File: src/hw/rtl/fcer_pkg.sv
// Shared types, constants and fixed-point helpers for the cable row update core.
package fcer_pkg;

   localparam int FRAC_BITS = 24;
   localparam int DATA_W    = 32;
   localparam int SUM_W     = 35;
   localparam int PROD_W    = 64;
   localparam int CSR_IDX_W = 3;

   localparam logic [CSR_IDX_W-1:0] REG_TIME_STEP       = 3'd0;
   localparam logic [CSR_IDX_W-1:0] REG_DIFFUSION_GAIN  = 3'd1;
   localparam logic [CSR_IDX_W-1:0] REG_REACTION_GAIN   = 3'd2;
   localparam logic [CSR_IDX_W-1:0] REG_THRESHOLD_ALPHA = 3'd3;
   localparam logic [CSR_IDX_W-1:0] REG_RECOVERY_RATE   = 3'd4;
   localparam logic [CSR_IDX_W-1:0] REG_RECOVERY_DECAY  = 3'd5;

   typedef logic signed [DATA_W-1:0] fix_type;

   localparam fix_type RST_TIME_STEP       = 32'sd1677722;
   localparam fix_type RST_DIFFUSION_GAIN  = 32'sd33554432;
   localparam fix_type RST_REACTION_GAIN   = 32'sd16777216;
   localparam fix_type RST_THRESHOLD_ALPHA = 32'sd1677722;
   localparam fix_type RST_RECOVERY_RATE   = 32'sd83886;
   localparam fix_type RST_RECOVERY_DECAY  = 32'sd33554432;

   localparam fix_type FIX_MAX = {1'b0, {(DATA_W-1){1'b1}}};
   localparam fix_type FIX_MIN = {1'b1, {(DATA_W-1){1'b0}}};
   localparam fix_type FIX_ONE = fix_type'(1) <<< FRAC_BITS;

   typedef struct packed {
      fix_type time_step;
      fix_type diffusion_gain;
      fix_type reaction_gain;
      fix_type threshold_alpha;
      fix_type recovery_rate;
      fix_type recovery_decay;
   } cfg_type;

   // calc: interior update; emit_first/emit_last: boundary results around it
   typedef struct packed {
      logic    calc;
      logic    emit_first;
      logic    emit_last;
      fix_type volt_left;
      fix_type volt_centre;
      fix_type volt_right;
      fix_type recov_centre;
      fix_type recov_first;
      fix_type recov_last;
   } job_type;

   typedef struct packed {
      fix_type val;
      logic    ov;
   } res_type;

   function automatic logic signed [SUM_W-1:0] ext(input fix_type x);
      return SUM_W'(x);
   endfunction

   function automatic res_type sat_sum(input logic signed [SUM_W-1:0] x);
      res_type                 r;
      logic [SUM_W-DATA_W:0]   top;
      top   = x[SUM_W-1:DATA_W-1];
      r.ov  = !((&top) || (~|top));
      r.val = r.ov ? (x[SUM_W-1] ? FIX_MIN : FIX_MAX) : fix_type'(x[DATA_W-1:0]);
      return r;
   endfunction

   // round half up, floor shift, saturate
   function automatic res_type round_sat(input logic signed [PROD_W-1:0] p);
      res_type                                   r;
      logic signed [PROD_W:0]                    q;
      logic [PROD_W-FRAC_BITS-DATA_W+1:0]        top;
      q     = (PROD_W+1)'(p) + ((PROD_W+1)'(1) << (FRAC_BITS-1));
      top   = q[PROD_W:FRAC_BITS+DATA_W-1];
      r.ov  = !((&top) || (~|top));
      r.val = r.ov ? (q[PROD_W] ? FIX_MIN : FIX_MAX)
                   : fix_type'(q[FRAC_BITS+DATA_W-1:FRAC_BITS]);
      return r;
   endfunction

endpackage

File: src/hw/rtl/fcer_front.sv
// Front end: takes cells, keeps the three-cell window and groups the cells into jobs.
module fcer_front (
   input  logic                       clock,
   input  logic                       reset,
   input  logic                       req_tvalid,
   output logic                       req_tready,
   input  logic [63:0]                req_tdata,   // volt_in [31:0], recov_in [63:32]
   input  logic                       req_tlast,   // row_end_in
   input  logic                       q_full,
   output logic                       q_push,
   output fcer_pkg::job_type          q_job
);
   import fcer_pkg::*;

   localparam logic [1:0] PH_EMPTY = 2'd0;
   localparam logic [1:0] PH_ONE   = 2'd1;
   localparam logic [1:0] PH_TWO   = 2'd2;
   localparam logic [1:0] PH_MORE  = 2'd3;

   logic [1:0] phase_ff, phase_in;
   fix_type    left_ff, left_in;
   fix_type    cvolt_ff, cvolt_in;
   fix_type    crecov_ff, crecov_in;
   fix_type    frecov_ff, frecov_in;
   fix_type    vin, win;
   logic       take;

   assign vin        = fix_type'(req_tdata[31:0]);
   assign win        = fix_type'(req_tdata[63:32]);
   assign req_tready = !q_full;
   assign take       = req_tvalid && !q_full;

   always_comb begin
      phase_in  = phase_ff;
      left_in   = left_ff;
      cvolt_in  = cvolt_ff;
      crecov_in = crecov_ff;
      frecov_in = frecov_ff;
      q_push    = 1'b0;
      q_job.calc         = 1'b0;
      q_job.emit_first   = 1'b0;
      q_job.emit_last    = 1'b0;
      q_job.volt_left    = left_ff;
      q_job.volt_centre  = cvolt_ff;
      q_job.volt_right   = vin;
      q_job.recov_centre = crecov_ff;
      q_job.recov_first  = frecov_ff;
      q_job.recov_last   = win;
      if (take) begin
         case (phase_ff)
            PH_EMPTY: begin
               cvolt_in  = vin;
               crecov_in = win;
               frecov_in = win;
               if (req_tlast) begin
                  q_push          = 1'b1;
                  q_job.emit_last = 1'b1;
               end else begin
                  phase_in = PH_ONE;
               end
            end
            PH_ONE: begin
               if (req_tlast) begin
                  q_push           = 1'b1;
                  q_job.emit_first = 1'b1;
                  q_job.emit_last  = 1'b1;
                  phase_in         = PH_EMPTY;
               end else begin
                  left_in   = cvolt_ff;
                  cvolt_in  = vin;
                  crecov_in = win;
                  phase_in  = PH_TWO;
               end
            end
            default: begin
               q_push           = 1'b1;
               q_job.calc       = 1'b1;
               q_job.emit_first = (phase_ff == PH_TWO) && !req_tlast;
               q_job.emit_last  = req_tlast;
               if (req_tlast) begin
                  phase_in = PH_EMPTY;
               end else begin
                  left_in   = cvolt_ff;
                  cvolt_in  = vin;
                  crecov_in = win;
                  phase_in  = PH_MORE;
               end
            end
         endcase
      end
   end

   always_ff @(posedge clock) begin
      if (reset) begin
         phase_ff  <= PH_EMPTY;
         left_ff   <= '0;
         cvolt_ff  <= '0;
         crecov_ff <= '0;
         frecov_ff <= '0;
      end else begin
         phase_ff  <= phase_in;
         left_ff   <= left_in;
         cvolt_ff  <= cvolt_in;
         crecov_ff <= crecov_in;
         frecov_ff <= frecov_in;
      end
   end

endmodule

File: config.mk
export PLATFORM = sky130hd
export DESIGN_NAME = fcer_front
export DESIGN_NICKNAME = d
export VERILOG_FILES = /design/src/hw/rtl/fcer_pkg.sv /design/src/hw/rtl/fcer_front.sv
export SDC_FILE = /design/constraint.sdc
export NUM_CORES = 1
export LEC_CHECK = 0
export BUFFER_PORTS_ARGS = -buffer_cell sky130_fd_sc_hd__buf_2
export CORE_MARGIN = 2
export CORE_UTILIZATION = 40
export CTS_BUF_LIST = sky130_fd_sc_hd__clkbuf_16
export DETAILED_ROUTE_END_ITERATION = 10
export PLACE_DENSITY = 0.7
export SKIP_LAST_GASP = 1
export SLEW_MARGIN = 20
export SYNTH_ARGS = -nofsm -noshare
export SYNTH_HDL_FRONTEND = slang
export SYNTH_SLANG_ARGS = --single-unit
File: constraint.sdc
create_clock -name clock -period 1.9 [get_ports clock]
set_clock_uncertainty 0.15 [all_clocks]
set_input_delay 0.285 -clock clock [delete_from_list [all_inputs] [get_ports clock]]
set_output_delay 0.285 -clock clock [all_outputs]
set_load 0.05 [all_outputs]
# ---- Word-level counts from Yosys, hierarchy flattened
# Index checks and enable logic that the tools add are counted.
# W data, S select, Z words.
dict set report word_totals {
  mem_bits_rw 0
  latchBits 0
  mem_bits_ro 0
  word_cells 37
  in_bits 69
  regBits 130
  n_memories 0
  output_inout_bits 197
}
dict set report op_classes {
  n_reduce_logical 10
  add_sub_neg 0
  div 0
  mux 16
  shifts 0
  order_cmp 0
  n_mul 0
  bitwise_logic 2
  n_eq_ne 4
}
# cell count
set ops {}
lappend ops {{$mux W32} 4}
lappend ops {{$mux W2} 4}
lappend ops {{$reduce_and A2 Y1} 3}
lappend ops {{$mux W1} 4}
lappend ops {{$pmux W1 S2} 2}
lappend ops {{$pmux W2 S2} 1}
lappend ops {{$mux W3} 1}
lappend ops {{$reduce_and A3 Y1} 1}
lappend ops {{$eq A2 B1 Y1 const B} 1}
lappend ops {{$eq A2 B2 Y1 const B} 1}
lappend ops {{$logic_and A1 B1 Y1} 2}
lappend ops {{$logic_not A1 Y1} 2}
lappend ops {{$logic_not A2 Y1} 1}
lappend ops {{$ne A2 B1 Y1 const B} 1}
lappend ops {{$ne A2 B2 Y1 const B} 1}
lappend ops {{$not A1 Y1} 2}
lappend ops {{$reduce_or A2 Y1} 1}

# ---- Depth between registers and ports, before layout
dict set report depth {
  word_depth 4
  depth_mapped 6
  ltp_nobuf 3
}

# ---- Least setup slack after synthesis
# No wires, ideal clock.
dict set report synth_timing {
  kind {input-to-output}
  from {input q_full}
  to {output q_push}
  slack_ps 135
  required_time_ps 1465
  path_buffers 1
  cell_stages 3
  arrival_time_ps 1330
  cell_sequence {nand2b_1 buf_2 a21oi_1}
}
dict set report synth_between {
  elab_chain_cells 3
}
# item line
set synth_rtl {}
lappend synth_rtl {{start: declaration} fcer_front.sv:9} ;# input logic q_full,
lappend synth_rtl {{$logic_not A1 Y1} fcer_front.sv:31} ;# assign take = req_tvalid && !q_full;
lappend synth_rtl {{$logic_and A1 B1 Y1} fcer_front.sv:31}
lappend synth_rtl {{$mux W1} fcer_front.sv:49} ;# if (take) begin
lappend synth_rtl {{end: declaration} fcer_front.sv:10} ;# output logic q_push,
# No other way between the ends.

==> impl_metrics.csv <==
group,metric,value,unit
worst_setup_path,critPathKind,"flop to output port",
timing,rsz0062_at_grt,"false",
drt,vias_per_cell,4.55,
timing,report.final.slew_viol_count,0,
die,start_util,0.412,
outcome,outcome,"complete, no violations",
place,gp_congestion,0.725,
worst_setup_path,cp.required,1460,ps
die,core,14000,um2
final_layout,syn_to_final_growth,36.6,%
worst_setup_path,cp_max_fo,6,
timing,slew_headroom,0.726,
die,chipHeight,124,um
worst_setup_path,crit_path_end_kind,"output port",
power_and_ir_drop,power.leakage,3.79,nW
timing,max_freq,554,MHz
drt,wl,14500,um
timing,period_needed,1800,ps
die,rows,43,
global_route,antenna_found_initial,0,
drt,drt-pass1-iter-count,4,
timing,hold_viol,0,
place,place_ws,227,ps
final_layout,nNetsFinal,923,
worst_setup_path,start_kind,"flop",
power_and_ir_drop,peakVddDrop,0.497,mV
synth,seq_area_frac_synth,0.451,
die,chipWidth,124,um
synth,syn_inst,607,
cts,cts_root_buf,"clkbuf_16",
global_route,grt-ovfl-total,0,
die,io_pins,266,
cts,clock-sinks,130,
place,portBuffers,265,
place,dp.cells,960,
run,cap_violations,0,
cts,htreeDepth,4,
final_layout,drive_gt1_frac,0.356,
global_route,grt.total_usage,0.181,
place,dp_hpwl,9320,um
timing,setup_tns,0,ps
timing,fin_ws,95.3,ps
synth,avgSynthCellArea,9.50,um2
synth,syn_area,5770,um2
worst_setup_path,crit_arrival,1370,ps
global_route,grt_pass1_wl,21500,um
cts,cts_tree,"yes",
cts,cts_max_path_buffers,2,
final_layout,fin_util,0.563,
cts,cts_buffers,17,
synth,ys_ff_latch,130,
drt,vias,4764,
cts,clkSlewWorstSetupHoldPaths,50,ps
final_layout,stdcell_count,1048,
min_path,hp-class,"input port to flop",
drt,ant_nets,0,
global_route,grt_pass1_vias,4364,
drt,route.detailed.drc,0,
timing,tightest_slew,409,ps
timing,setup_viol,0,
timing,final.period_utilization,0.950,
synth,ys_warn_count,0,
cts,cts_setup_buffers,0,
synth,synth_fp_nets,676,
power_and_ir_drop,p_per_area,897,nW/um2
drt,drt_iter0_markers,322,
synth,synth_cell_type_count,18,
global_route,grt_max_degree,114,
drt,avgRoutedWirePerCell,13.8,um
cts,clk_latency,410,ps
die,die-area,15400,um2
==> registers in the layout, indices dropped and copies added, names as in the netlist <==
register and cells:
phase_ff 2, frecov_ff 32, left_ff 32, crecov_ff 32, cvolt_ff 32
==> metrics by stage <==
stage	cell area (um2)	hold slack, ps	power, mW
finish	7880	15.6	7.07
global route	7880	12.6	7.36
CTS	7870	0.657	7.13
detailed placement	6810	293	4.26
global placement	6810	289	4.25
floorplan	5770	271	4.00
==> path summary, 6_finish.rpt <==
path / from / endpoint / slack (ps) / cells after the start
worst max-delay path: phase_ff[0]$_SDFFE_PP0P_ / q_job[193] / 100 / 4
worst max register to register: phase_ff[1]$_SDFFE_PP0P_ / frecov_ff[3]$_SDFFE_PP0P_ / 310 / 4
worst min register to register: frecov_ff[23]$_SDFFE_PP0P_ / frecov_ff[23]$_SDFFE_PP0P_ / 300 / 2
worst min-delay path: req_tdata[19] / cvolt_ff[19]$_SDFFE_PP0P_ / 20 / 3
==> report_power, final <==
group / switching [mW] / internal (mW) / total, mW
clock: 1.16 / 1.62 / 2.78
combinational: 0.971 / 0.427 / 1.40
sequential: 0.0531 / 2.84 / 2.89
==> layout make-up <==
cell class                      instances  area [um2]
Clock inverter                         15        81.3
Multi-Input combinational cell        371        2500
Tap cell                              180         225
Clock buffer                           17         425
Sequential cell                       130        2610
Inverter                                3        11.3
Timing Repair Buffer                  331        2030
Antenna cell                            1        2.50
Fill cell                            1278        6110
==> synthesized netlist by cell type, drive strengths merged <==
cell type	n	area, um2
a21oi	35	175
or4b	1	10.0
nor2	5	18.8
nor4b	1	15.0
buf	75	569
a22oi	1	7.51
nand2	66	248
clkbuf	28	105
nand2b	161	1010
inv	3	11.3
mux2i	96	961
nor2b	1	6.26
o21ba	1	10.0
nor3	1	10.0
or3	2	12.5
dfxtp	130	2600
==> metal layers <==
| layer | global-route usage | part of all wire | vias to the layer above |
|---|---|---|---|
| met5 | 0 | 0 | - |
| met2 | 0.306 | 0.50 | 171 |
| met4 | 0.0878 | 0.028 | 0 |
| met3 | 0.0444 | 0.059 | 27 |
| li1 | - | - | 2394 |
| met1 | 0.213 | 0.41 | 2172 |
==> cells by family (layout without fill, tap and decap cells) <==
logic type / after synthesis / after routing / share of synthesized area
buffers and inverters: 106 / 366 / 0.119
and+or+nand+nor: 238 / 238 / 0.230
DFF: 130 / 130 / 0.451
AOI/OAI and AO/OA: 37 / 37 / 0.0334
other: 0 / 1 / 0
muxes: 96 / 96 / 0.167
==> worst max-delay path, stage by stage (launching register included) <==
cell,delay [ps]
dfxtp_2,390
nor2b_2,170
a22oi_1,80
nor2_1,150
buf_6,180
==> cells in the final DEF (no fill, tap or decap), types with 2 or more instances in the layout <==
master / instances
dfxtp_2: 2
mux2i_1: 96
buf_2: 263
clkbuf_16: 17
nor2_1: 5
nand2b_1: 161
buf_12: 5
nand2_1: 66
dfxtp_1: 128
inv_1: 7
dlygate4sd3_1: 55
a21oi_1: 35
clkinvlp_4: 5
buf_4: 7
or3_1: 2
clkinv_2: 5
==> timing repair <==
item                                   in CTS  in global routing
cloned                                      0                  0
hold buffers                               55                  0
gates resized for setup                     2                  3
setup endpoints to repair                   1                  3
endpoints found under the hold margin      70                  0
pin swaps                                   0                  0
Note: power is estimated with default switching activity, not from simulation.
