<file path="config.mk">
export PLATFORM = sky130hd
export DESIGN_NAME = fcer_back
export DESIGN_NICKNAME = d
export VERILOG_FILES = /design/src/hw/rtl/fcer_pkg.sv /design/src/hw/rtl/fcer_back.sv
export SDC_FILE = /design/constraint.sdc
export NUM_CORES = 2
export LEC_CHECK = 0
export ABC_AREA = 1
export ABC_CLOCK_PERIOD_IN_PS = 14900
export BUFFER_PORTS_ARGS = -buffer_cell sky130_fd_sc_hd__clkbuf_2
export CAP_MARGIN = 0
export CORE_MARGIN = 10
export CORE_UTILIZATION = 46
export CTS_BUF_LIST = sky130_fd_sc_hd__clkbuf_8 sky130_fd_sc_hd__clkbuf_16
export DETAILED_ROUTE_END_ITERATION = 7
export PLACE_DENSITY = 0.7
export SYNTH_ARGS = -nofsm -noshare
export SYNTH_HDL_FRONTEND = slang
export SYNTH_SLANG_ARGS = --single-unit
export TNS_END_PERCENT = 50
</file>
<file path="constraint.sdc">
create_clock -name clock -period 14.9 [get_ports clock]
set_clock_uncertainty 0.1 [all_clocks]
set_input_delay 2.235 -clock clock [delete_from_list [all_inputs] [get_ports clock]]
set_output_delay 2.235 -clock clock [all_outputs]
set_load 0.005 [all_outputs]
</file>
<file path="src/hw/rtl/fcer_pkg.sv">
// Shared types, constants and fixed-point helpers for the cable row update core.
package fcer_pkg;

   localparam int FRAC_BITS = 24;
   localparam int DATA_W    = 32;
   localparam int SUM_W     = 35;
   localparam int PROD_W    = 64;
   localparam int CSR_IDX_W = 3;

   localparam logic [CSR_IDX_W-1:0] REG_TIME_STEP       = 3'd0;
   localparam logic [CSR_IDX_W-1:0] REG_DIFFUSION_GAIN  = 3'd1;
   localparam logic [CSR_IDX_W-1:0] REG_REACTION_GAIN   = 3'd2;
   localparam logic [CSR_IDX_W-1:0] REG_THRESHOLD_ALPHA = 3'd3;
   localparam logic [CSR_IDX_W-1:0] REG_RECOVERY_RATE   = 3'd4;
   localparam logic [CSR_IDX_W-1:0] REG_RECOVERY_DECAY  = 3'd5;

   typedef logic signed [DATA_W-1:0] fix_type;

   localparam fix_type RST_TIME_STEP       = 32'sd1677722;
   localparam fix_type RST_DIFFUSION_GAIN  = 32'sd33554432;
   localparam fix_type RST_REACTION_GAIN   = 32'sd16777216;
   localparam fix_type RST_THRESHOLD_ALPHA = 32'sd1677722;
   localparam fix_type RST_RECOVERY_RATE   = 32'sd83886;
   localparam fix_type RST_RECOVERY_DECAY  = 32'sd33554432;

   localparam fix_type FIX_MAX = {1'b0, {(DATA_W-1){1'b1}}};
   localparam fix_type FIX_MIN = {1'b1, {(DATA_W-1){1'b0}}};
   localparam fix_type FIX_ONE = fix_type'(1) <<< FRAC_BITS;

   typedef struct packed {
      fix_type time_step;
      fix_type diffusion_gain;
      fix_type reaction_gain;
      fix_type threshold_alpha;
      fix_type recovery_rate;
      fix_type recovery_decay;
   } cfg_type;

   // calc: interior update; emit_first/emit_last: boundary results around it
   typedef struct packed {
      logic    calc;
      logic    emit_first;
      logic    emit_last;
      fix_type volt_left;
      fix_type volt_centre;
      fix_type volt_right;
      fix_type recov_centre;
      fix_type recov_first;
      fix_type recov_last;
   } job_type;

   typedef struct packed {
      fix_type val;
      logic    ov;
   } res_type;

   function automatic logic signed [SUM_W-1:0] ext(input fix_type x);
      return SUM_W'(x);
   endfunction

   function automatic res_type sat_sum(input logic signed [SUM_W-1:0] x);
      res_type                 r;
      logic [SUM_W-DATA_W:0]   top;
      top   = x[SUM_W-1:DATA_W-1];
      r.ov  = !((&top) || (~|top));
      r.val = r.ov ? (x[SUM_W-1] ? FIX_MIN : FIX_MAX) : fix_type'(x[DATA_W-1:0]);
      return r;
   endfunction

   // round half up, floor shift, saturate
   function automatic res_type round_sat(input logic signed [PROD_W-1:0] p);
      res_type                                   r;
      logic signed [PROD_W:0]                    q;
      logic [PROD_W-FRAC_BITS-DATA_W+1:0]        top;
      q     = (PROD_W+1)'(p) + ((PROD_W+1)'(1) << (FRAC_BITS-1));
      top   = q[PROD_W:FRAC_BITS+DATA_W-1];
      r.ov  = !((&top) || (~|top));
      r.val = r.ov ? (q[PROD_W] ? FIX_MIN : FIX_MAX)
                   : fix_type'(q[FRAC_BITS+DATA_W-1:FRAC_BITS]);
      return r;
   endfunction

endpackage

</file>
<file path="src/hw/rtl/fcer_back.sv">
// Back end: sequenced cell update on one shared multiplier for interior jobs, then result emission.
module fcer_back (
   input  logic                clock,
   input  logic                reset,
   input  fcer_pkg::cfg_type   cfg,
   input  logic                q_valid,
   input  fcer_pkg::job_type   q_job,
   output logic                q_pop,
   output logic                rsp_tvalid,
   input  logic                rsp_tready,
   output logic [63:0]         rsp_tdata,   // volt_out [31:0], recov_out [63:32]
   output logic                rsp_tlast,   // row_end_out
   output logic [1:0]          rsp_tuser    // overflow_flag [0], run_end [1]
);
   import fcer_pkg::*;

   localparam logic [1:0] BK_IDLE = 2'd0;
   localparam logic [1:0] BK_CALC = 2'd1;
   localparam logic [1:0] BK_EMIT = 2'd2;

   localparam logic [4:0] ST_LAP      = 5'd0;
   localparam logic [4:0] ST_MUL_GAIN = 5'd1;
   localparam logic [4:0] ST_RND_GAIN = 5'd2;
   localparam logic [4:0] ST_MUL_DIFF = 5'd3;
   localparam logic [4:0] ST_RND_DIFF = 5'd4;
   localparam logic [4:0] ST_V1       = 5'd5;
   localparam logic [4:0] ST_RND_AV   = 5'd6;
   localparam logic [4:0] ST_MUL_A    = 5'd7;
   localparam logic [4:0] ST_RND_A    = 5'd8;
   localparam logic [4:0] ST_MUL_B    = 5'd9;
   localparam logic [4:0] ST_RND_R    = 5'd10;
   localparam logic [4:0] ST_F        = 5'd11;
   localparam logic [4:0] ST_MUL_F    = 5'd12;
   localparam logic [4:0] ST_RND_F    = 5'd13;
   localparam logic [4:0] ST_VN       = 5'd14;
   localparam logic [4:0] ST_RND_GW   = 5'd15;
   localparam logic [4:0] ST_G        = 5'd16;
   localparam logic [4:0] ST_RND_DE   = 5'd17;
   localparam logic [4:0] ST_MUL_W    = 5'd18;
   localparam logic [4:0] ST_RND_W    = 5'd19;
   localparam logic [4:0] ST_WN       = 5'd20;

   logic [1:0]               state_ff, state_in;
   logic [4:0]               step_ff, step_in;
   job_type                  job_ff, job_in;
   logic                     pend_first_ff, pend_first_in;
   logic                     pend_mid_ff, pend_mid_in;
   logic                     pend_last_ff, pend_last_in;
   fix_type                  t_ff, t_in;
   fix_type                  a_ff, a_in;
   fix_type                  b_ff, b_in;
   fix_type                  v1_ff, v1_in;
   fix_type                  vn_ff, vn_in;
   fix_type                  wn_ff, wn_in;
   logic                     ov_ff, ov_in;
   logic signed [PROD_W-1:0] prod_ff, prod_in;
   fix_type                  mul_a, mul_b;

   logic                     rsp_valid_ff, rsp_valid_in;
   fix_type                  rsp_volt_ff, rsp_volt_in;
   fix_type                  rsp_recov_ff, rsp_recov_in;
   logic                     rsp_ov_ff, rsp_ov_in;
   logic                     rsp_row_ff, rsp_row_in;
   logic                     rsp_run_ff, rsp_run_in;

   res_type rnd_r, lap_r, om_r, va_r, v1_r, f_r, vn_r, g_r, wn_r;
   logic    out_free;

   assign rnd_r = round_sat(prod_ff);
   assign lap_r = sat_sum(ext(job_ff.volt_left) + ext(job_ff.volt_right)
                          - (ext(job_ff.volt_centre) <<< 1));
   assign om_r  = sat_sum(ext(FIX_ONE) - ext(job_ff.volt_centre));
   assign va_r  = sat_sum(ext(job_ff.volt_centre) - ext(cfg.threshold_alpha));
   assign v1_r  = sat_sum(ext(job_ff.volt_centre) + ext(t_ff));
   assign f_r   = sat_sum(ext(t_ff) - ext(job_ff.recov_centre));
   assign vn_r  = sat_sum(ext(v1_ff) + ext(t_ff));
   assign g_r   = sat_sum(ext(vn_ff) - ext(t_ff));
   assign wn_r  = sat_sum(ext(job_ff.recov_centre) + ext(t_ff));

   always_comb begin
      case (step_ff)
         ST_MUL_GAIN: begin mul_a = cfg.diffusion_gain; mul_b = t_ff; end
         ST_MUL_DIFF: begin mul_a = cfg.time_step;      mul_b = t_ff; end
         ST_V1:       begin mul_a = cfg.reaction_gain;  mul_b = job_ff.volt_centre; end
         ST_MUL_A:    begin mul_a = t_ff;               mul_b = a_ff; end
         ST_MUL_B:    begin mul_a = t_ff;               mul_b = b_ff; end
         ST_MUL_F:    begin mul_a = cfg.time_step;      mul_b = t_ff; end
         ST_VN:       begin mul_a = cfg.recovery_decay; mul_b = job_ff.recov_centre; end
         ST_G:        begin mul_a = cfg.time_step;      mul_b = cfg.recovery_rate; end
         ST_MUL_W:    begin mul_a = a_ff;               mul_b = t_ff; end
         default:     begin mul_a = cfg.time_step;      mul_b = t_ff; end
      endcase
   end

   assign prod_in  = PROD_W'(mul_a) * PROD_W'(mul_b);
   assign out_free = !rsp_valid_ff || rsp_tready;

   always_comb begin
      state_in      = state_ff;
      step_in       = step_ff;
      job_in        = job_ff;
      pend_first_in = pend_first_ff;
      pend_mid_in   = pend_mid_ff;
      pend_last_in  = pend_last_ff;
      t_in          = t_ff;
      a_in          = a_ff;
      b_in          = b_ff;
      v1_in         = v1_ff;
      vn_in         = vn_ff;
      wn_in         = wn_ff;
      ov_in         = ov_ff;
      q_pop         = 1'b0;
      rsp_valid_in  = rsp_valid_ff && !rsp_tready;
      rsp_volt_in   = rsp_volt_ff;
      rsp_recov_in  = rsp_recov_ff;
      rsp_ov_in     = rsp_ov_ff;
      rsp_row_in    = rsp_row_ff;
      rsp_run_in    = rsp_run_ff;
      case (state_ff)
         BK_IDLE: begin
            if (q_valid) begin
               q_pop         = 1'b1;
               job_in        = q_job;
               pend_first_in = q_job.emit_first;
               pend_mid_in   = q_job.calc;
               pend_last_in  = q_job.emit_last;
               ov_in         = 1'b0;
               step_in       = ST_LAP;
               state_in      = q_job.calc ? BK_CALC : BK_EMIT;
            end
         end
         BK_CALC: begin
            step_in = step_ff + 1'b1;
            case (step_ff)
               ST_LAP: begin
                  t_in  = lap_r.val;
                  a_in  = om_r.val;
                  b_in  = va_r.val;
                  ov_in = ov_ff | lap_r.ov | om_r.ov | va_r.ov;
               end
               ST_RND_GAIN, ST_RND_DIFF, ST_RND_AV, ST_RND_A, ST_RND_R,
               ST_RND_F, ST_RND_GW, ST_RND_W: begin
                  t_in  = rnd_r.val;
                  ov_in = ov_ff | rnd_r.ov;
               end
               ST_V1: begin
                  v1_in = v1_r.val;
                  ov_in = ov_ff | v1_r.ov;
               end
               ST_F: begin
                  t_in  = f_r.val;
                  ov_in = ov_ff | f_r.ov;
               end
               ST_VN: begin
                  vn_in = vn_r.val;
                  ov_in = ov_ff | vn_r.ov;
               end
               ST_G: begin
                  t_in  = g_r.val;
                  ov_in = ov_ff | g_r.ov;
               end
               ST_RND_DE: begin
                  a_in  = rnd_r.val;
                  ov_in = ov_ff | rnd_r.ov;
               end
               ST_WN: begin
                  wn_in    = wn_r.val;
                  ov_in    = ov_ff | wn_r.ov;
                  state_in = BK_EMIT;
               end
               default: begin
               end
            endcase
         end
         BK_EMIT: begin
            if (out_free) begin
               rsp_valid_in = 1'b1;
               rsp_ov_in    = ov_ff;
               if (pend_first_ff) begin
                  rsp_volt_in   = job_ff.calc ? vn_ff : job_ff.volt_centre;
                  rsp_recov_in  = job_ff.recov_first;
                  rsp_row_in    = 1'b0;
                  rsp_run_in    = !(pend_mid_ff || pend_last_ff);
                  pend_first_in = 1'b0;
                  if (!(pend_mid_ff || pend_last_ff)) state_in = BK_IDLE;
               end else if (pend_mid_ff) begin
                  rsp_volt_in  = vn_ff;
                  rsp_recov_in = wn_ff;
                  rsp_row_in   = 1'b0;
                  rsp_run_in   = !pend_last_ff;
                  pend_mid_in  = 1'b0;
                  if (!pend_last_ff) state_in = BK_IDLE;
               end else begin
                  rsp_volt_in  = job_ff.calc ? vn_ff : job_ff.volt_right;
                  rsp_recov_in = job_ff.recov_last;
                  rsp_row_in   = 1'b1;
                  rsp_run_in   = 1'b1;
                  pend_last_in = 1'b0;
                  state_in     = BK_IDLE;
               end
            end
         end
         default: begin
            state_in = BK_IDLE;
         end
      endcase
   end

   always_ff @(posedge clock) begin
      if (reset) begin
         state_ff      <= BK_IDLE;
         step_ff       <= ST_LAP;
         pend_first_ff <= 1'b0;
         pend_mid_ff   <= 1'b0;
         pend_last_ff  <= 1'b0;
         ov_ff         <= 1'b0;
         rsp_valid_ff  <= 1'b0;
      end else begin
         state_ff      <= state_in;
         step_ff       <= step_in;
         pend_first_ff <= pend_first_in;
         pend_mid_ff   <= pend_mid_in;
         pend_last_ff  <= pend_last_in;
         ov_ff         <= ov_in;
         rsp_valid_ff  <= rsp_valid_in;
      end
   end

   always_ff @(posedge clock) begin
      job_ff       <= job_in;
      t_ff         <= t_in;
      a_ff         <= a_in;
      b_ff         <= b_in;
      v1_ff        <= v1_in;
      vn_ff        <= vn_in;
      wn_ff        <= wn_in;
      prod_ff      <= prod_in;
      rsp_volt_ff  <= rsp_volt_in;
      rsp_recov_ff <= rsp_recov_in;
      rsp_ov_ff    <= rsp_ov_in;
      rsp_row_ff   <= rsp_row_in;
      rsp_run_ff   <= rsp_run_in;
   end

   assign rsp_tvalid = rsp_valid_ff;
   assign rsp_tdata  = {rsp_recov_ff, rsp_volt_ff};
   assign rsp_tlast  = rsp_row_ff;
   assign rsp_tuser  = {rsp_run_ff, rsp_ov_ff};

endmodule

</file>
Word level (Yosys, flattened, before mapping)

Index checks and enable logic that the tools add are counted.

Add/sub/neg operators: 11
$mul: 1
Eq/ne operators: 28
Muxes and demuxes: 61
Bitwise gates (word level): 9
Reduce and logical (&&, ||, !) cells: 75

Operators by type and width:

| cell                                               | number |
|---|---|
| 2-to-1 mux 32 bit                                  | 24 |
| one-hot mux 32 bit (5 select lines)                | 2 |
| adder 32 x 32 -> 33 bit                            | 4 |
| one-hot mux 32 bit (4 select lines)                | 1 |
| subtractor 32 x 32 -> 33 bit                       | 3 |
| adder 64 x 25 -> 65 bit, second input constant     | 1 |
| multiplier 32 x 32 -> 64 bit                       | 1 |
| one-hot mux 32 bit (2 select lines)                | 1 |
| AND reduction 4 bit                                | 9 |
| == test 5 x 4 -> 1 bit, second input constant      | 7 |
| subtractor 33 x 33 -> 34 bit                       | 1 |
| subtractor 26 x 32 -> 33 bit, first input constant | 1 |
| OR reduction 4 bit                                 | 8 |
| == test 5 bit, second input constant               | 5 |
| logical NOT 1 bit                                  | 22 |
| == test 5 x 3 -> 1 bit, second input constant      | 4 |
| AND reduction 2 bit                                | 9 |
| 2-to-1 mux 1 bit                                   | 17 |
| 2-to-1 mux 2 bit                                   | 8 |
| logical OR 1 bit                                   | 11 |
| != test 2 bit, second input constant               | 5 |
| one-hot mux 5 bit (2 select lines)                 | 1 |
| AND reduction 10 bit                               | 1 |
| AND reduction 5 bit                                | 2 |
| 23 further kinds                                   | 37 |

Register bits after elaboration: 528
Output and inout bits: 69

Depth between registers and ports, before layout

Depth after elaboration: 11
Gate-level depth with buffers: 46

Worst setup path before layout

No wires, ideal clock.

Path kind: input port to output port
From: input q_valid
To: output q_pop
Arrival time: 10.383 ns
Setup slack: 2.182 ns
Cell stages on the path: 2
Path buffers: 0
Cell sequence: inv_1 > nor2_1

Cells in the longest elaborated chain, start to end: 2

RTL lines:

| what             | line             | source |
|---|---|---|
| from (decl)      | fcer_back.sv:6   | `input logic q_valid,` |
| 2-to-1 mux 1 bit | fcer_back.sv:121 | `if (q_valid) begin` |
| 2-to-1 mux 1 bit | fcer_back.sv:119 | `case (state_ff)` |
| to (decl)        | fcer_back.sv:8   | `output logic q_pop,` |

Every way passes these cells.

Worst setup path after layout

From: register step_ff[0]
To: register prod_ff[52]

Cells in the longest elaborated chain, start to end: 4
Elaborated cells on any way between the ends: 11
Those cells by class: mul (1); eq/ne (7); mux (2); reduce/logical (1)

RTL lines:

| what                                                             | line             | source |
|---|---|---|
| from (decl)                                                      | fcer_back.sv:44  | `logic [4:0] step_ff, step_in;` |
| from (signal assigned)                                           | fcer_back.sv:220 | `step_ff <= step_in;` |
| == test 5 x 4 -> 1 bit or == test 5 x 3 -> 1 bit (tied branches) | fcer_back.sv:81  | `case (step_ff)` |
| OR reduction 2 bit (no source line)                              | --               |  |
| one-hot mux 32 bit (5 select lines)                              | fcer_back.sv:81  |  |
| multiplier 32 x 32 -> 64 bit *                                   | fcer_back.sv:95  | `assign prod_in = PROD_W'(mul_a) * PROD_W'(mul_b);` |
| via prod_in[52]                                                  | fcer_back.sv:56  | `logic signed [PROD_W-1:0] prod_ff, prod_in;` |
| to (signal assigned)                                             | fcer_back.sv:237 | `prod_ff <= prod_in;` |
| to (decl)                                                        | fcer_back.sv:56  |  |

Mark *: on every way through the listed nets, which the timed path passes. The rest lies on a longest branch.
A chain may end at the register's enable or synchronous reset.

==> impl_metrics.toml <==
[outcome]
status = "finished clean"

[logic_synthesis]
synth_seq_cells = 505
yosys-top-cells-area = "fa_1, edfxtp_1, nand2_1, inv_1, ha_1"
syn_area_per_cell_sq_um = 8.14
synth_cell_types = 62
ys_seq_area_share_pct = 20.0
yosys.area.top_type = "fa_1"
synthCells = 8987
syn-cell-area_sq_um = 73100
yosysMostFrequentCell = "nand2_1"
synth_ff_type = "edfxtp_1"
synthesis.nets = 10900
synth_edf_count = 452
ys_async_sr_fraction_pct = 0
yosysWarnings = 0
synth_top_area_share_pct = 30.6
synthTopCellsByCount = "nand2_1, inv_1, fa_1"

[place]
io_buffers = 459
dpl_cell_area_sq_um = 77900
dp_hpwl_um = 297000
place_congestion = 1.10

[floorplanning]
die_h_um = 419
design.portCount = 460
core_area_sq_um = 158000
die_area_sq_um = 175000
fp.dieW_um = 419
initial_core_util_pct = 46.2
rows = 146

[sta]
fin_crit_ns = 12.13
worstMarginPinSlew_ns = 1.34
relSlewSlack_pct = 10.1
setup_viol = 0
fin_tns_setup_ns = 0
fmax_ghz = 0.0825
slew_viol_final = 0
rsz0062_at_grt = "no"
finalCritPeriodShare_pct = 81.4
hold_viol_final = 0

[worst_setup_path]
r2r_start = "step_ff[0]$_SDFFE_PP0P_"
max_stage_delay_ns = 0.89
worstSetupStartpointType = "register"
timing.rr.end = "prod_ff[52]$_DFF_P_"
crit_path_start = "step_ff[0]$_SDFFE_PP0P_"
crit_path_end = "prod_ff[52]$_DFF_P_"
crit_path_end_kind = "register"
path_class = "reg -> reg"
crit_path_frequent_cell = "fa_1"
arrival_ns = 12.60
cp_slowest_cell = "a21boi_0"
r2r_slack_ns = 2.77
worstPathRequired_ns = 15.37
crit_path_max_fanout = 55
ff2ff_path_depth = 35

[cells_and_area]
post-route-cell-area_sq_um = 80100
area_delta_synth_final_pct = 9.49
drive_gt1_share_pct = 8.96
nNetsFinal = 11300

[cts]
cts_hold_buf = 0
clock-root-buffer = "clkbuf_16"
clock_latency_ns = 0.73
post_cts_resized = 0
clock_tree.buffer_depth = 3
htreeDepth = 3
cts_tree = "built"
cts_buffers = 66
path_clk_slew_ns = 0.06
clock-sinks = 505
cts_setup_buffers = 0

[route]
wire_per_inst_um = 30.6
vias_per_cell = 5.87
drt_iter0_markers = 8701
drtPass1Iterations = 7
vias = 67300
ant_nets = 0
wl_um = 351000
route.detailed.drc = 0

[global_route]
grt_max_degree = 141
overflow = 0
grt_pass1_vias = 67100
antenna_found_initial = 33
grt_pass1_wl_um = 492000
grt_usage_pct = 39.5

[min_path]
hp-class = "reg -> reg"
hold_start = "pend_last_ff$_SDFFE_PP0P_"

[job]
drv_cap = 0
-- flip-flops by register name, indices dropped and copies added (netlist names), 2 cells and up --
signal	cells
rsp_recov_ff	32
prod_ff	41
vn_ff	32
t_ff	32
state_ff	2
step_ff	5
job_ff	193
v1_ff	32
rsp_volt_ff	32
b_ff	32
wn_ff	32
a_ff	32
-- cell type report --
type,instances,area [sq um]
fillers,15400,78100
multi-input cells,6387,50600
flip-flops and latches,505,14600
inverters,1777,6670
repair buffers,605,3410
well taps,2072,2590
clock buffers,69,1690
clock inverters,50,484
diodes,11,27.5
-- layout by cell type (no fill, tap or decap), types with 10 or more instances in the layout --
master,instances
inv_1,1731
nand3_1,279
a21boi_0,14
clkbuf_2,459
diode_2,11
a211oi_1,11
o21a_1,20
and3_1,13
nor3_1,60
clkinv_1,10
a21oi_1,443
a31oi_1,50
nand2_1,1923
o22ai_1,14
o21ai_2,26
nor2_1,955
inv_2,54
clkbuf_16,66
nor4_1,23
xnor2_1,83
nand4_1,51
o21ai_0,400
o2111ai_1,19
a221oi_1,50
xor2_1,185
buf_4,145
fa_1,1119
o21bai_1,29
edfxtp_1,452
dfxtp_1,52
nor2_4,12
ha_1,412
o21ai_1,52
a21o_1,22
o211ai_1,35
-- per-layer routing --
metal / GRT usage [%] / wire (um)
met4: 23.2 / 25300
met5: 0 / 158
met1: 53.9 / 141000
met3: 12.5 / 44000
met2: 54.7 / 141000
-- metrics by stage --
stage | hold WS, ns | cells | utilization, % | worst slack, ns
6_report | 0.373 | 11500 | 50.6 | 2.77
3_3_place_gp | 0.350 | 11300 | 49.2 | 3.00
5_1_grt | 0.388 | 11500 | 50.6 | 2.25
3_5_place_dp | 0.360 | 11300 | 49.2 | 2.91
4_1_cts | 0.374 | 11500 | 50.6 | 3.02
2_1_floorplan | 0.308 | 8987 | - | 2.18
-- worst min-delay path by stage --
stage,endpoint,slack [ns],cells after the start
after floorplan,rsp_ov_ff$_DFFE_PP_,0.31,0
after global placement,pend_last_ff$_SDFFE_PP0P_,0.35,2
after detailed placement,pend_last_ff$_SDFFE_PP0P_,0.36,2
after CTS,pend_last_ff$_SDFFE_PP0P_,0.37,2
after global routing,pend_last_ff$_SDFFE_PP0P_,0.39,2
final,pend_last_ff$_SDFFE_PP0P_,0.37,2
-- logic make-up (layout without fill, tap and decap cells) --
group           after synthesis  in the layout  share of synthesized area [%]
simple gates               3370           3370                           18.6
buf+inv                    2095           2501                           11.1
fa+ha+maj                  1531           1531                           37.7
compound gates             1218           1218                           9.49
flops                       505            505                           20.0
xor+xnor                    268            268                           3.21
other cells                   0             11                              0
-- critical path: cells and delay by family, from the launching register on --
kind / cells / cell delay (ns)
compound gates: 5 / 2.09
fa+ha+maj: 10 / 4.74
buf+inv: 8 / 1.63
flops: 1 / 0.43
simple gates: 12 / 2.92
Power is not shown: default switching activity piles up to over one toggle a cycle in this logic, so the estimate is an artifact.
