File: src/hw/rtl/fcer_pkg.sv
// Shared types, constants and fixed-point helpers for the cable row update core.
package fcer_pkg;

   localparam int FRAC_BITS = 24;
   localparam int DATA_W    = 32;
   localparam int SUM_W     = 35;
   localparam int PROD_W    = 64;
   localparam int CSR_IDX_W = 3;

   localparam logic [CSR_IDX_W-1:0] REG_TIME_STEP       = 3'd0;
   localparam logic [CSR_IDX_W-1:0] REG_DIFFUSION_GAIN  = 3'd1;
   localparam logic [CSR_IDX_W-1:0] REG_REACTION_GAIN   = 3'd2;
   localparam logic [CSR_IDX_W-1:0] REG_THRESHOLD_ALPHA = 3'd3;
   localparam logic [CSR_IDX_W-1:0] REG_RECOVERY_RATE   = 3'd4;
   localparam logic [CSR_IDX_W-1:0] REG_RECOVERY_DECAY  = 3'd5;

   typedef logic signed [DATA_W-1:0] fix_type;

   localparam fix_type RST_TIME_STEP       = 32'sd1677722;
   localparam fix_type RST_DIFFUSION_GAIN  = 32'sd33554432;
   localparam fix_type RST_REACTION_GAIN   = 32'sd16777216;
   localparam fix_type RST_THRESHOLD_ALPHA = 32'sd1677722;
   localparam fix_type RST_RECOVERY_RATE   = 32'sd83886;
   localparam fix_type RST_RECOVERY_DECAY  = 32'sd33554432;

   localparam fix_type FIX_MAX = {1'b0, {(DATA_W-1){1'b1}}};
   localparam fix_type FIX_MIN = {1'b1, {(DATA_W-1){1'b0}}};
   localparam fix_type FIX_ONE = fix_type'(1) <<< FRAC_BITS;

   typedef struct packed {
      fix_type time_step;
      fix_type diffusion_gain;
      fix_type reaction_gain;
      fix_type threshold_alpha;
      fix_type recovery_rate;
      fix_type recovery_decay;
   } cfg_type;

   // calc: interior update; emit_first/emit_last: boundary results around it
   typedef struct packed {
      logic    calc;
      logic    emit_first;
      logic    emit_last;
      fix_type volt_left;
      fix_type volt_centre;
      fix_type volt_right;
      fix_type recov_centre;
      fix_type recov_first;
      fix_type recov_last;
   } job_type;

   typedef struct packed {
      fix_type val;
      logic    ov;
   } res_type;

   function automatic logic signed [SUM_W-1:0] ext(input fix_type x);
      return SUM_W'(x);
   endfunction

   function automatic res_type sat_sum(input logic signed [SUM_W-1:0] x);
      res_type                 r;
      logic [SUM_W-DATA_W:0]   top;
      top   = x[SUM_W-1:DATA_W-1];
      r.ov  = !((&top) || (~|top));
      r.val = r.ov ? (x[SUM_W-1] ? FIX_MIN : FIX_MAX) : fix_type'(x[DATA_W-1:0]);
      return r;
   endfunction

   // round half up, floor shift, saturate
   function automatic res_type round_sat(input logic signed [PROD_W-1:0] p);
      res_type                                   r;
      logic signed [PROD_W:0]                    q;
      logic [PROD_W-FRAC_BITS-DATA_W+1:0]        top;
      q     = (PROD_W+1)'(p) + ((PROD_W+1)'(1) << (FRAC_BITS-1));
      top   = q[PROD_W:FRAC_BITS+DATA_W-1];
      r.ov  = !((&top) || (~|top));
      r.val = r.ov ? (q[PROD_W] ? FIX_MIN : FIX_MAX)
                   : fix_type'(q[FRAC_BITS+DATA_W-1:FRAC_BITS]);
      return r;
   endfunction

endpackage

File: src/hw/rtl/fcer_queue.sv
// Job queue between the front end and the arithmetic back end.
module fcer_queue #(
   parameter int DEPTH = 4
) (
   input  logic                clock,
   input  logic                reset,
   input  logic                push,
   input  fcer_pkg::job_type   push_job,
   output logic                full,
   input  logic                pop,
   output logic                head_valid,
   output fcer_pkg::job_type   head_job
);
   import fcer_pkg::*;

   localparam int PTR_W = $clog2(DEPTH);
   localparam int CNT_W = $clog2(DEPTH + 1);

   job_type            slot_ff [DEPTH];
   logic [PTR_W-1:0]   wr_ptr_ff, wr_ptr_in;
   logic [PTR_W-1:0]   rd_ptr_ff, rd_ptr_in;
   logic [CNT_W-1:0]   count_ff, count_in;
   logic               do_push, do_pop;

   assign full       = (count_ff == CNT_W'(DEPTH));
   assign head_valid = (count_ff != '0);
   assign head_job   = slot_ff[rd_ptr_ff];
   assign do_push    = push && !full;
   assign do_pop     = pop && head_valid;

   always_comb begin
      wr_ptr_in = wr_ptr_ff;
      rd_ptr_in = rd_ptr_ff;
      count_in  = count_ff;
      if (do_push) begin
         wr_ptr_in = (wr_ptr_ff == PTR_W'(DEPTH - 1)) ? '0 : wr_ptr_ff + 1'b1;
      end
      if (do_pop) begin
         rd_ptr_in = (rd_ptr_ff == PTR_W'(DEPTH - 1)) ? '0 : rd_ptr_ff + 1'b1;
      end
      if (do_push && !do_pop) begin
         count_in = count_ff + 1'b1;
      end else if (do_pop && !do_push) begin
         count_in = count_ff - 1'b1;
      end
   end

   always_ff @(posedge clock) begin
      if (reset) begin
         wr_ptr_ff <= '0;
         rd_ptr_ff <= '0;
         count_ff  <= '0;
      end else begin
         wr_ptr_ff <= wr_ptr_in;
         rd_ptr_ff <= rd_ptr_in;
         count_ff  <= count_in;
      end
   end

   always_ff @(posedge clock) begin
      if (do_push) begin
         slot_ff[wr_ptr_ff] <= push_job;
      end
   end

endmodule

File: config.mk
export PLATFORM = sky130hd
export DESIGN_NAME = fcer_queue
export DESIGN_NICKNAME = d
export VERILOG_FILES = /design/src/hw/rtl/fcer_pkg.sv /design/src/hw/rtl/fcer_queue.sv
export SDC_FILE = /design/constraint.sdc
export NUM_CORES = 1
export LEC_CHECK = 0
export CAP_MARGIN = 30
export CORE_ASPECT_RATIO = 1.2
export CORE_UTILIZATION = 45
export CTS_CLUSTER_DIAMETER = 200
export DETAILED_ROUTE_END_ITERATION = 10
export DONT_BUFFER_PORTS = 1
export PLACE_DENSITY = 0.63
export RECOVER_POWER = 25
export SYNTH_ARGS = -nofsm -noshare
export SYNTH_HDL_FRONTEND = slang
export SYNTH_SLANG_ARGS = --single-unit
export TNS_END_PERCENT = 100
File: constraint.sdc
create_clock -name clock -period 18.9 [get_ports clock]
set_input_delay 3.78 -clock clock [delete_from_list [all_inputs] [get_ports clock]]
set_output_delay 3.78 -clock clock [all_outputs]
set_load 0.02 [all_outputs]
* Word level (Yosys, flattened, before mapping) *
Memories as Yosys holds them, arrays and structs flattened. A register that Yosys moved wholly into a read port is not among the register bits.
Cells that the tools add are included.

storage, ports and cells
  flip-flop bits (word level) = 7
  memory bits (writable) = 780
  input bits = 199
  output and inout port bits = 197
  word-level logic and storage cells = 28
  memories kept = 1

operators by class
  $add $sub $neg = 4
  equal/unequal tests = 3
  muxes and demuxes = 8
  reductions and logical operators = 9

memory list
  name     depth  bits a word  rd ports  clocked after memory_dff  wr ports  RTL line          text
  slot_ff  4      195          1         1                         1         fcer_queue.sv:19  job_type slot_ff [DEPTH];

operator list
  operator                                                             number
  2-bit 2-to-1 mux                                                     4
  3-bit 2-to-1 mux                                                     2
  2-bit by 1-bit adder with 2-bit output (second input constant)       2
  2-bit == test (second input constant)                                2
  1-bit logical AND                                                    4
  3-bit by 1-bit adder with 3-bit output (second input constant)       1
  3-bit == test (second input constant)                                1
  1-bit zero test                                                      3
  3-bit nonzero test                                                   1
  3-bit by 1-bit subtractor with 3-bit output (second input constant)  1
  1-bit 2-to-1 mux                                                     2
  2-bit nonzero test                                                   1

* Longest topological paths before layout *
Gate-level depths: netlist of the first run.

  depth in word-level cells = 7
  mapped depth = 10
  depth with buffers taken out = 9

* Worst setup path after synthesis of the first run *
OpenSTA, ideal clock, no wires.

  path kind = input to register
  from = input port push
  to = memory slot_ff[3][0] (netlist name), enable pin
  library setup time = 0.580 ns
  data arrival time = 8.286 ns
  data required time = 18.320 ns
  path slack = 10.033 ns
  stages = 1
  path buffers = 0
  path through = and3_1

on the way
  word-level cells in the longest chain between the ends = 3

RTL lines
  item                                    RTL line          text
  from (decl)                             fcer_queue.sv:7   input logic push,
  1-bit logical AND                       fcer_queue.sv:28  assign do_push = push && !full;
  1-bit 2-to-1 mux                        fcer_queue.sv:61  if (do_push) begin
  1-bit 2-to-1 mux (implied by the code)  fcer_queue.sv:62  slot_ff[wr_ptr_ff] <= push_job;
  to (decl)                               fcer_queue.sv:19

Every way passes these cells.

==> results of run 1 <==
## state kept, by name (all words and copies together), names as in the netlist, named ones only
name / count
slot_ff: 780
wr_ptr_ff: 2
count_ff: 3
rd_ptr_ff: 2
## path summary, 6_finish.rpt
kind / from / endpoint / slack (ns)
setup reg to reg: count_ff[0] / slot_ff[0][162] / 15.65
hold reg to reg: rd_ptr_ff[0] / flop / 0.51
setup / recovery: flop / head_job[67] / 11.86
hold / removal: rd_ptr_ff[0] / flop / 0.51
## cell usage in the layout, fill, tap and decap left out, types with 3 or more instances in the layout
cell	count
inv_1	4
nor2_1	4
edfxtp_1	780
and3_4	4
clkbuf_16	77
buf_4	16
a21oi_1	3
clkinv_2	13
bufinv_16	4
clkbuf_1	14
ha_1	6
clkinv_1	17
buf_16	6
mux4_2	195
dfxtp_1	7
clkinv_8	4
or3_1	3
## worst min-delay path, stage by stage (launching register included)
cell and delay [ns]:
dfxtp_1 0.32, nand2_1 0.06, a21oi_1 0.09
## power by group
group          total [mW]  switching [mW]  leakage, nW  internal (mW)
combinational       0.860           0.559         1.34          0.301
sequential           2.17          0.0571         7.22           2.12
clock                1.42           0.617         1.14          0.804
## per-layer routing
metal	track usage (%)	vias up
met1	19.8	5997
met3	7.46	76
met2	27.2	369
met5	0	-
met4	6.09	0
li1	-	4748
## kinds of logic (layout without fill, tap and decap cells)
family | after synthesis | in the layout
DFF | 789 | 789
muxes | 197 | 197
buffers and inverters | 51 | 162
and+or+nand+nor | 16 | 16
adders and majority gates | 7 | 7
AOI/OAI and AO/OA | 7 | 7
xor gates and xnor gates | 2 | 2
## through the flow
stage	instances	total power, mW
after floorplan	1069	2.95
after global placement	1856	3.08
after detailed placement	1863	3.10
after CTS	1996	4.53
after global routing	1996	4.62
final	1996	4.46
## layout make-up
| class | count | area share (%) |
|---|---|---|
| repair buffers | 24 | 1.02 |
| well taps | 816 | 3.19 |
| inverters | 5 | 0.0587 |
| multi-input cells | 229 | 14.6 |
| flip-flops and latches | 789 | 73.8 |
| clock buffers | 91 | 6.19 |
| clock inverters | 42 | 1.09 |
==> summary.md, run 1 <==
| Metric | Value |
|---|---|
| Worst slew pin tran | between 1 and 1.5 ns |
| Worst-Skew Late Latency | 0.61 ns |
| Die Wd | roughly 230 um |
| CTS clk-pin slew, worst paths | about 0.060 ns |
| Detail Route Antenna Nets | 0 |
| Worst EP required | about 15 ns |
| Dominant cell by count in the synthesized netlist | edfxtp_1 |
| Fraction of layout cells with a size suffix above 1 | between 20 and 30% |
| Highest Signal Layer | met4 |
| Flops & latches, synth | just under 800 |
| PwrDens | approximately 140 mW/mm^2 |
| Worst Reg-to-Reg Cells | 4 |
| Post-Synthesis Cells | 1069 |
| CTS tree | built |
| Nets | 1330 |
| DP HPWL | about 32 mm |
| Worst hold slack | slightly above 0.5 ns |
| Post-place setup slack | 12.41 ns |
| Peak VDD IR | around 0.092 mV |
| Most frequent CP cell | buf_4 |
| Num CTS Buffers | 75 |
| Syn_nets | 1275 |
| P&R area growth vs syn | 11.8% |
| RSZ-0062 raised after global routing | no |
| Max Clk Rate | approximately 0.14 GHz |
| # Post-CTS Setup Buffers | 0 |
| Worst Clk Skew | around 0.014 ns |
| Fin util | approximately half |
| Post-synth top flop | edfxtp_1 |
| Via count | about 11000 |
| Main combinational cell family by area after synthesis | multiplexers |
| Critical Path Fanout Max | just under 60 |
| H-tree levels | 3 |
| Final Max Tran Viols | 0 |
| Final Cycle Share | between 30% and 40% |
| Class of the worst hold path | flop to flop |
| Placer congestion estimate | between 0.7 and 0.8 |
| Clock root buffer | clkbuf_16 |
| Post-Synth Simple-Gate Area | less than 1% |
| Number of port buffers | 0 |
| DIE HEIGHT | between 200 and 300 um |
| Post-Layout Inst Area | ~0.032 sq mm |
| Mux cell area share after synthesis | 15.4% |
| CP Depth | 3 |
| Io pins | between 300 and 400 |
| Post-cts hold buffer count | 0 |
| Arrival @ worst endpoint | between 3 and 4 ns |
| Minimum clock period | between 7 and 8 ns |
| Wire length on met3 | 5.64 mm |
| Asr flop ratio synth | 0% |
| Post-synth EDFFs | 780 |
| Final wirelength | 53.9 mm |
| Slowest cell on the critical path | buf_4 |
| Crit-path cells | buf_4 > buf_4 > mux4_2 |
| Reg area | 0.0236 sq mm |
| Mapped Area | between 0.02 and 0.03 sq mm |
| Post-Synth Adder-Cell Area | 0.332% |
| Pre-Repair DR Iteration Count | 4 |
| Worst path max stage delay | 0.75 ns |
| N_diodes | 0 |
| Cell Rows | 100 |
| Worst setup margin | about 12 ns |
| Delay-heaviest family, CP | buffers and inverters |
| Global-route wire length before repair | just under 80 mm |
| Final Hold Fails | 0 |
| CP Buf/Inv Count | 2 |
| Top cells by count, synth | edfxtp_1, mux4_2, buf_2, buf_6, dfxtp_1 |
| Area leader, netlist | edfxtp_1 |
| Die area | between 0.06 and 0.07 sq mm |
| WL per Instance | 27.0 um |
| Clk buf depth | 3 |
| Total gr overflow | 0 |
| Xor/xnor share of the synthesized area | less than 1% |
| Vias in the first global route | 11994 |
| Vias per std cell | 5.61 |
| Max Cap Viol | 0 |
| Max-slew headroom | between 20 and 25% |
| Initial DRC Count | between 700 and 800 |
| TNS Setup | 0 ns |
| CP endpoint kind | output pin |
| CP Class | flop to output pin |
| Share of the synthesized area in the top cell type | between 80 and 90% |
| Placeable core area | 0.0624 sq mm |
| Initial Utilization | 45.8% |
| Metal2 WL | roughly 27 mm |
| Total track usage | 16.8% |
| Startpoint type of the worst setup path | flop |
| Final setup vio count | 0 |
| Dpl cell area | roughly 0.03 sq mm |
| Part of the Yosys area used for sequential elements | between 80% and 90% |
| Post_cts resized | 0 |
| FILL cells | 4747 |
| P_leak | 9.70 nW |
| Post-Synthesis Mean Instance Area | between 20 and 30 sq um |
| Multi-input combinational cell area | roughly 0.0047 sq mm |
| Synth Warn # | 0 |
| Largest net degree at the start of global routing | ~110 |
| Synth Area in Compound Gates | 0.140% |
| Min-Delay Path Depth | 2 |
| CTS Sinks | 789 |
| DR DRC count | 0 |
| Initial antenna violation count | 0 |
| Status | completed |
| Synth area leaders | edfxtp_1, mux4_2, buf_6 |
| Cell variety after synth | 22 |
| WL met1 | between 15 and 20 mm |
(Power assumes the default switching activity.)
==> inputs of run 2 (changes only) <==
==> constraint.sdc (replaced) <==
create_clock -name clock -period 6.9 [get_ports clock]
set_input_delay 1.38 -clock clock [delete_from_list [all_inputs] [get_ports clock]]
set_output_delay 1.38 -clock clock [all_outputs]
set_load 0.02 [all_outputs]
==> run 2 against run 1 <==
Die area is the same. Clock power grew to 2.9 times the previous value. Critical path depth is the same. Hold slack lost 0.025 ns. Sequential share of layout area shrank 0.20 points. Clock skew grew 0.00067 ns. Highest routed layer unchanged. Non-clock buffer count shrank 9. Register-to-register slack lost 12 ns. First-iteration DRC count shrank 25%. Routed wire length shrank 2.4%.
==> summary.md, run 2 (same netlist as run 1, synthesis figures left out) <==
| Metric | Value |
|---|---|
| Post_cts resized | 0 (unchanged) |
| Largest regs | slot_ff: 780 flops, count_ff: 3 flops |
| Post-cts hold buffer count | 0 (unchanged) |
| Number of port buffers | 0 (unchanged) |
| Min-Delay Path Depth | 2 (unchanged) |
| Total gr overflow | 0 (unchanged) |
| # Post-CTS Setup Buffers | 0 (unchanged) |
| Metal2 WL | 27.0 mm (-0.54%) |
| Io pins | 396 (unchanged) |
| CP endpoint kind | output pin |
| Worst slew pin tran | 0.886 ns (-0.266 ns) |
| Nets | 1322 (-0.60%) |
| Highest Signal Layer | met4 |
| Final wirelength | 52.7 mm (-2.4%) |
| Minimum clock period | 4.20 ns |
| Fraction of layout cells with a size suffix above 1 | 28.1% (+0.35 points) |
| Fin util | 51.4% (+0.14 points) |
| Final setup vio count | 0 (unchanged) |
| Top reg by flops | slot_ff |
| Final Cycle Share | 60.8% |
| Clock root buffer | clkbuf_16 |
| PwrDens | 387 mW/mm^2 (+180%) |
| CTS clk-pin slew, worst paths | 0.06 ns (about the same) |
| CP Class | flop to output pin |
| Final Hold Fails | 0 (unchanged) |
| RSZ-0062 raised after global routing | no |
| Pre-Repair DR Iteration Count | 5 (+1) |
| Startpoint type of the worst setup path | flop |
| Max Cap Viol | 0 (unchanged) |
| P_leak | 9.74 nW (+0.39%) |
| Placeable core area | 0.0624 sq mm (unchanged) |
| Status | completed |
| CTS Sinks | 789 (unchanged) |
| Final Max Tran Viols | 0 (unchanged) |
| Num CTS Buffers | 76 (+1.3%) |
| Placed cells | 1854 (-0.48%) |
| Crit-path cells | buf_16 > buf_12 > mux4_2 |
| P&R area growth vs syn | 12.1% |
| Peak VDD IR | 0.272 mV (+200%) |
| Vias in the first global route | 11951 (-0.36%) |
| Initial DRC Count | 542 (-25%) |
| Initial Utilization | 45.8% (unchanged) |
| Wire length on met3 | 5.57 mm (-1.2%) |
| H-tree levels | 3 (unchanged) |
| Initial antenna violation count | 0 (unchanged) |
| CP Buf/Inv Count | 2 (unchanged) |
| Class of the worst hold path | flop to flop |
| Arrival @ worst endpoint | 2.82 ns (-0.44 ns) |
| TNS Setup | 0 ns (unchanged) |
| Worst path max stage delay | 0.72 ns (-0.03 ns) |
| Critical Path Fanout Max | 78 (+32%) |
| PnR Total Power | 12.4 mW (+180%) |
| DP HPWL | 31.2 mm (-2.5%) |
| Worst Clk Skew | 0.0144 ns (+0.000667 ns) |
| Worst hold slack | 0.484 ns (-0.0253 ns) |
| Placer congestion estimate | 0.767 (+0.97%) |
| CP Depth | 3 (unchanged) |
| Max reg flops | 780 (unchanged) |
| N_diodes | 0 (unchanged) |
| Slowest cell on the critical path | mux4_2 |
| Worst EP required | 5.52 ns (-9.60 ns) |
| CTS tree | built |
| Worst-Skew Late Latency | 0.59 ns (-0.02 ns) |
| Die Wd | 232 um (unchanged) |
| Global-route wire length before repair | 77.4 mm (-2.1%) |
| Max-slew headroom | 41.0% (+18 points) |
| Cell Rows | 100 (unchanged) |
| Most frequent cells in the layout | edfxtp_1, mux4_2, clkbuf_16 |
| DR DRC count | 0 (unchanged) |
| Hold wc startpoint | rd_ptr_ff[0] |
| DIE HEIGHT | 278 um (unchanged) |
| Worst Reg-to-Reg Cells | 3 (-1) |
| Clk buf depth | 3 (unchanged) |
| WL met1 | 18.9 mm (-4.5%) |
| Via count | 11094 (-0.86%) |
| R2R setup slack | 4.13 ns (-11.52 ns) |
| Total track usage | 16.4% (-0.37 points) |
| Finished Layout Cells | 1992 (-0.20%) |
| Commonest non-fill, non-tap cell in the layout | edfxtp_1 |
| Largest net degree at the start of global routing | 100 (-4.8%) |
| Critical R2R Launch | count_ff[0] |
| Detail Route Antenna Nets | 0 (unchanged) |
| Delay-heaviest family, CP | buffers and inverters |
| Die area | 0.0646 sq mm (unchanged) |
| Max Clk Rate | roughly 0.24 GHz |
| Reg2reg end | slot_ff[1][172] |
| WL per Instance | 26.4 um (-2.2%) |
| Vias per std cell | 5.57 (-0.66%) |
[run 2: cell count changes in the layout (fill, tap and decap cells not counted)]
cell       change
buf_16         -3
clkbuf_1       -7
buf_12         +5
clkinv_8       -1
clkinv_2       +7
bufinv_16      +6
inv_8          -1
clkbuf_16      -1
buf_4         -11
inv_6          +2
[run 2: worst max-delay path by stage]
| stage | start | to | slack, ns |
|---|---|---|---|
| final | flop | head_job[64] | 2.70 |
| after global routing | flop | head_job[114] | 2.46 |
| after CTS | flop | head_job[114] | 2.57 |
| after detailed placement | flop | head_job[114] | 3.24 |
| after global placement | flop | head_job[114] | 3.03 |
| after floorplan | push | slot_ff[3][0] | 0.43 |
[run 2: worst min-delay path, stage by stage, from the launching register on]
cell and delay (ns):
dfxtp_1 0.33, nand2_1 0.06, a21oi_1 0.06
[run 2: area by class of cell]
class | count | area [sq um]
tap | 816 | 1020
timing repair buffer | 15 | 260
clock buffer | 83 | 1930
inverter | 5 | 18.8
fill | 4751 | 30400
sequential | 789 | 23600
multi-input combinational | 229 | 4670
clock inverter | 55 | 554
[run 2: per-layer routing]
layer | vias up | GRT usage (%)
met3 | 70 | 7.88
met1 | 5917 | 18.6
met2 | 363 | 27.3
li1 | 4744 | -
met5 | - | 0
met4 | 0 | 5.13
[run 2: report_power, final]
group          internal (mW)  switching [mW]  leakage, nW
clock                   2.40            1.69         1.23
combinational          0.831            1.55         1.29
sequential              5.80           0.135         7.22
[run 2: per-stage QoR]
step | area [sq um] | setup WS [ns]
after floorplan | 28600 | 0.433
after global routing | 32100 | 2.46
final | 32100 | 2.70
after global placement | 29500 | 3.03
after CTS | 32100 | 2.57
after detailed placement | 29600 | 3.24
==> inputs of run 3 (changes only) <==
==> constraint.sdc (replaced) <==
create_clock -name clock -period 4.2 [get_ports clock]
set_input_delay 0.84 -clock clock [delete_from_list [all_inputs] [get_ports clock]]
set_output_delay 0.84 -clock clock [all_outputs]
set_load 0.02 [all_outputs]
==> run 3 against run 2 <==
Register-to-register slack got worse by 2.3 ns. Combinational power increased by 68%. Clock-buffer cell count rose by 8. First-iteration DRC count increased by 56%. Cell count up 1.8%. Final area up 0.82%. Die area is the same. Hold slack worse by 0.18 ns. Core utilization increased by 0.42 points. Sequential share of layout area shrank 0.60 points. Clock power up 60%.
==> summary.md, run 3 (same netlist as run 1, synthesis figures left out) <==
| Metric | Value |
|---|---|
| Status | completed |
| CTS Sinks | 789 (unchanged) |
| Max Cap Viol | 0 (unchanged) |
| Clk buf depth | 3 (unchanged) |
| Slowest cell on the critical path | dfxtp_4 |
| Worst hold slack | 0.303 ns (-0.181 ns) |
| Global-route wire length before repair | 80.9 mm (+4.5%) |
| DP HPWL | 34.9 mm (+12%) |
| Vias per std cell | 5.57 (about the same) |
| FILL cells | 4661 (-1.9%) |
| Number of port buffers | 0 (unchanged) |
| Minimum clock period | about 3.3 ns |
| Worst EP required | 3.36 ns (-2.16 ns) |
| Clock root buffer | clkbuf_16 |
| PwrDens | 629 mW/mm^2 (+63%) |
| P&R area growth vs syn | 13.0% |
| Total gr overflow | 0 (unchanged) |
| Post-cts hold buffer count | 0 (unchanged) |
| PnR Total Power | 20.3 mW (+64%) |
| Fraction of layout cells with a size suffix above 1 | 29.6% (+1.5 points) |
| Multi-input combinational cell area | 0.00467 sq mm (unchanged) |
| H-tree levels | 3 (unchanged) |
| Die Wd | 232 um (unchanged) |
| Total track usage | 17.2% (+0.75 points) |
| Arrival @ worst endpoint | 2.47 ns (-0.35 ns) |
| Final Max Tran Viols | 0 (unchanged) |
| Largest regs | slot_ff: 780 flops, count_ff: 3 flops |
| Delay-heaviest family, CP | flip-flops |
| Top reg by flops | slot_ff |
| Nets | 1358 (+2.7%) |
| Worst slew pin tran | 0.932 ns (+0.0464 ns) |
| Num CTS Buffers | 76 (unchanged) |
| Final Hold Fails | 0 (unchanged) |
| Dpl cell area | 0.0299 sq mm (+1.2%) |
| Largest net degree at the start of global routing | 54 (-46%) |
| CTS clk-pin slew, worst paths | 0.06 ns (about the same) |
| Initial Utilization | 45.8% (unchanged) |
| Max-slew headroom | 37.9% (-3.1 points) |
| RSZ-0062 raised after global routing | no |
| Max reg flops | 780 (unchanged) |
| Post-place setup slack | 1.43 ns (-1.82 ns) |
| Post_cts resized | 0 (unchanged) |
| Initial antenna violation count | 0 (unchanged) |
| Finished Layout Cells | 2028 (+1.8%) |
| Class of the worst hold path | input port to flop |
| Io pins | 396 (unchanged) |
| Commonest non-fill, non-tap cell in the layout | edfxtp_1 |
| Pre-Repair DR Iteration Count | 4 (-1) |
| Startpoint type of the worst setup path | flop |
| DIE HEIGHT | 278 um (unchanged) |
| Placer congestion estimate | 0.736 (-4.0%) |
| Worst setup margin | 0.893 ns (-1.81 ns) |
| # Post-CTS Setup Buffers | 0 (unchanged) |
| Reg area | 0.0236 sq mm (unchanged) |
| WL per Instance | 27.1 um (+2.6%) |
| Placed cells | 1890 (+1.9%) |
| Placeable core area | 0.0624 sq mm (unchanged) |
| DR DRC count | 0 (unchanged) |
| P_leak | 9.89 nW (+1.5%) |
| Peak VDD IR | 0.411 mV (+51%) |
| Critical Path Fanout Max | 28 (-64%) |
| Cell Rows | 100 (unchanged) |
| Crit-path cells | buf_4 > mux4_2 |
| Worst path max stage delay | 0.74 ns (+0.02 ns) |
| CP endpoint kind | output pin |
| Worst-Skew Late Latency | 0.60 ns (about the same) |
| CTS tree | built |
| Final Cycle Share | about four fifths |
| TNS Setup | 0 ns (unchanged) |
| Vias in the first global route | 12281 (+2.8%) |
| Post-Layout Inst Area | 0.0323 sq mm (+0.82%) |
| Fin util | 51.8% (+0.42 points) |
| Final setup vio count | 0 (unchanged) |
| Via count | 11300 (+1.9%) |
| N_diodes | 0 (unchanged) |
| CP Class | flop to output pin |
| CP Buf/Inv Count | 1 (-1) |
| Final wirelength | 55.0 mm (+4.5%) |
| Worst Clk Skew | 0.0149 ns (+0.000567 ns) |
| Initial DRC Count | 847 (+56%) |
| Max Clk Rate | 0.302 GHz |
| Detail Route Antenna Nets | 0 (unchanged) |
| Most frequent cells in the layout | edfxtp_1, mux4_2, clkbuf_16 |
| Die area | 0.0646 sq mm (unchanged) |
-- run 3: changes by cell type in the layout (fill, tap and decap cells not counted) --
cell        delta
clkinvlp_4     +2
buf_4         +29
clkinv_1       +1
clkbuf_1       +7
bufinv_16      -4
clkbuf_16      +1
clkinv_8       -1
inv_16         +1
buf_12         +9
clkinv_2       -7
buf_16         -2
-- run 3: worst paths after layout --
path	from	to	slack, ns	cells after the start
max	flop	head_job[171]	0.89	2
min	reset	wr_ptr_ff[1]	0.30	1
max reg2reg	count_ff[0]	count_ff[2]	1.78	9
min reg2reg	rd_ptr_ff[0]	flop	0.50	2
-- run 3: power breakdown --
group | internal, mW | switching (mW) | total, mW
Combinational | 1.46 | 2.54 | 4.00
Sequential | 9.52 | 0.260 | 9.78
Clock | 3.75 | 2.80 | 6.55
Total | 14.7 | 5.60 | 20.3
-- run 3: area by class of cell --
class	instances	share of cell area, %
multi-input cells	229	14.4
clock buffers	91	6.12
inverters	5	0.0581
well taps	816	3.16
clock inverters	47	1.30
flip-flops and latches	789	73.0
repair buffers	51	1.87
-- run 3: layer usage --
metal	global-route usage, %	up-vias	part of all wire, %
li1	-	4816	-
met1	20.4	6075	38
met2	28.6	330	51
met3	6.40	79	8.8
met4	6.11	0	2.4
met5	0	-	0
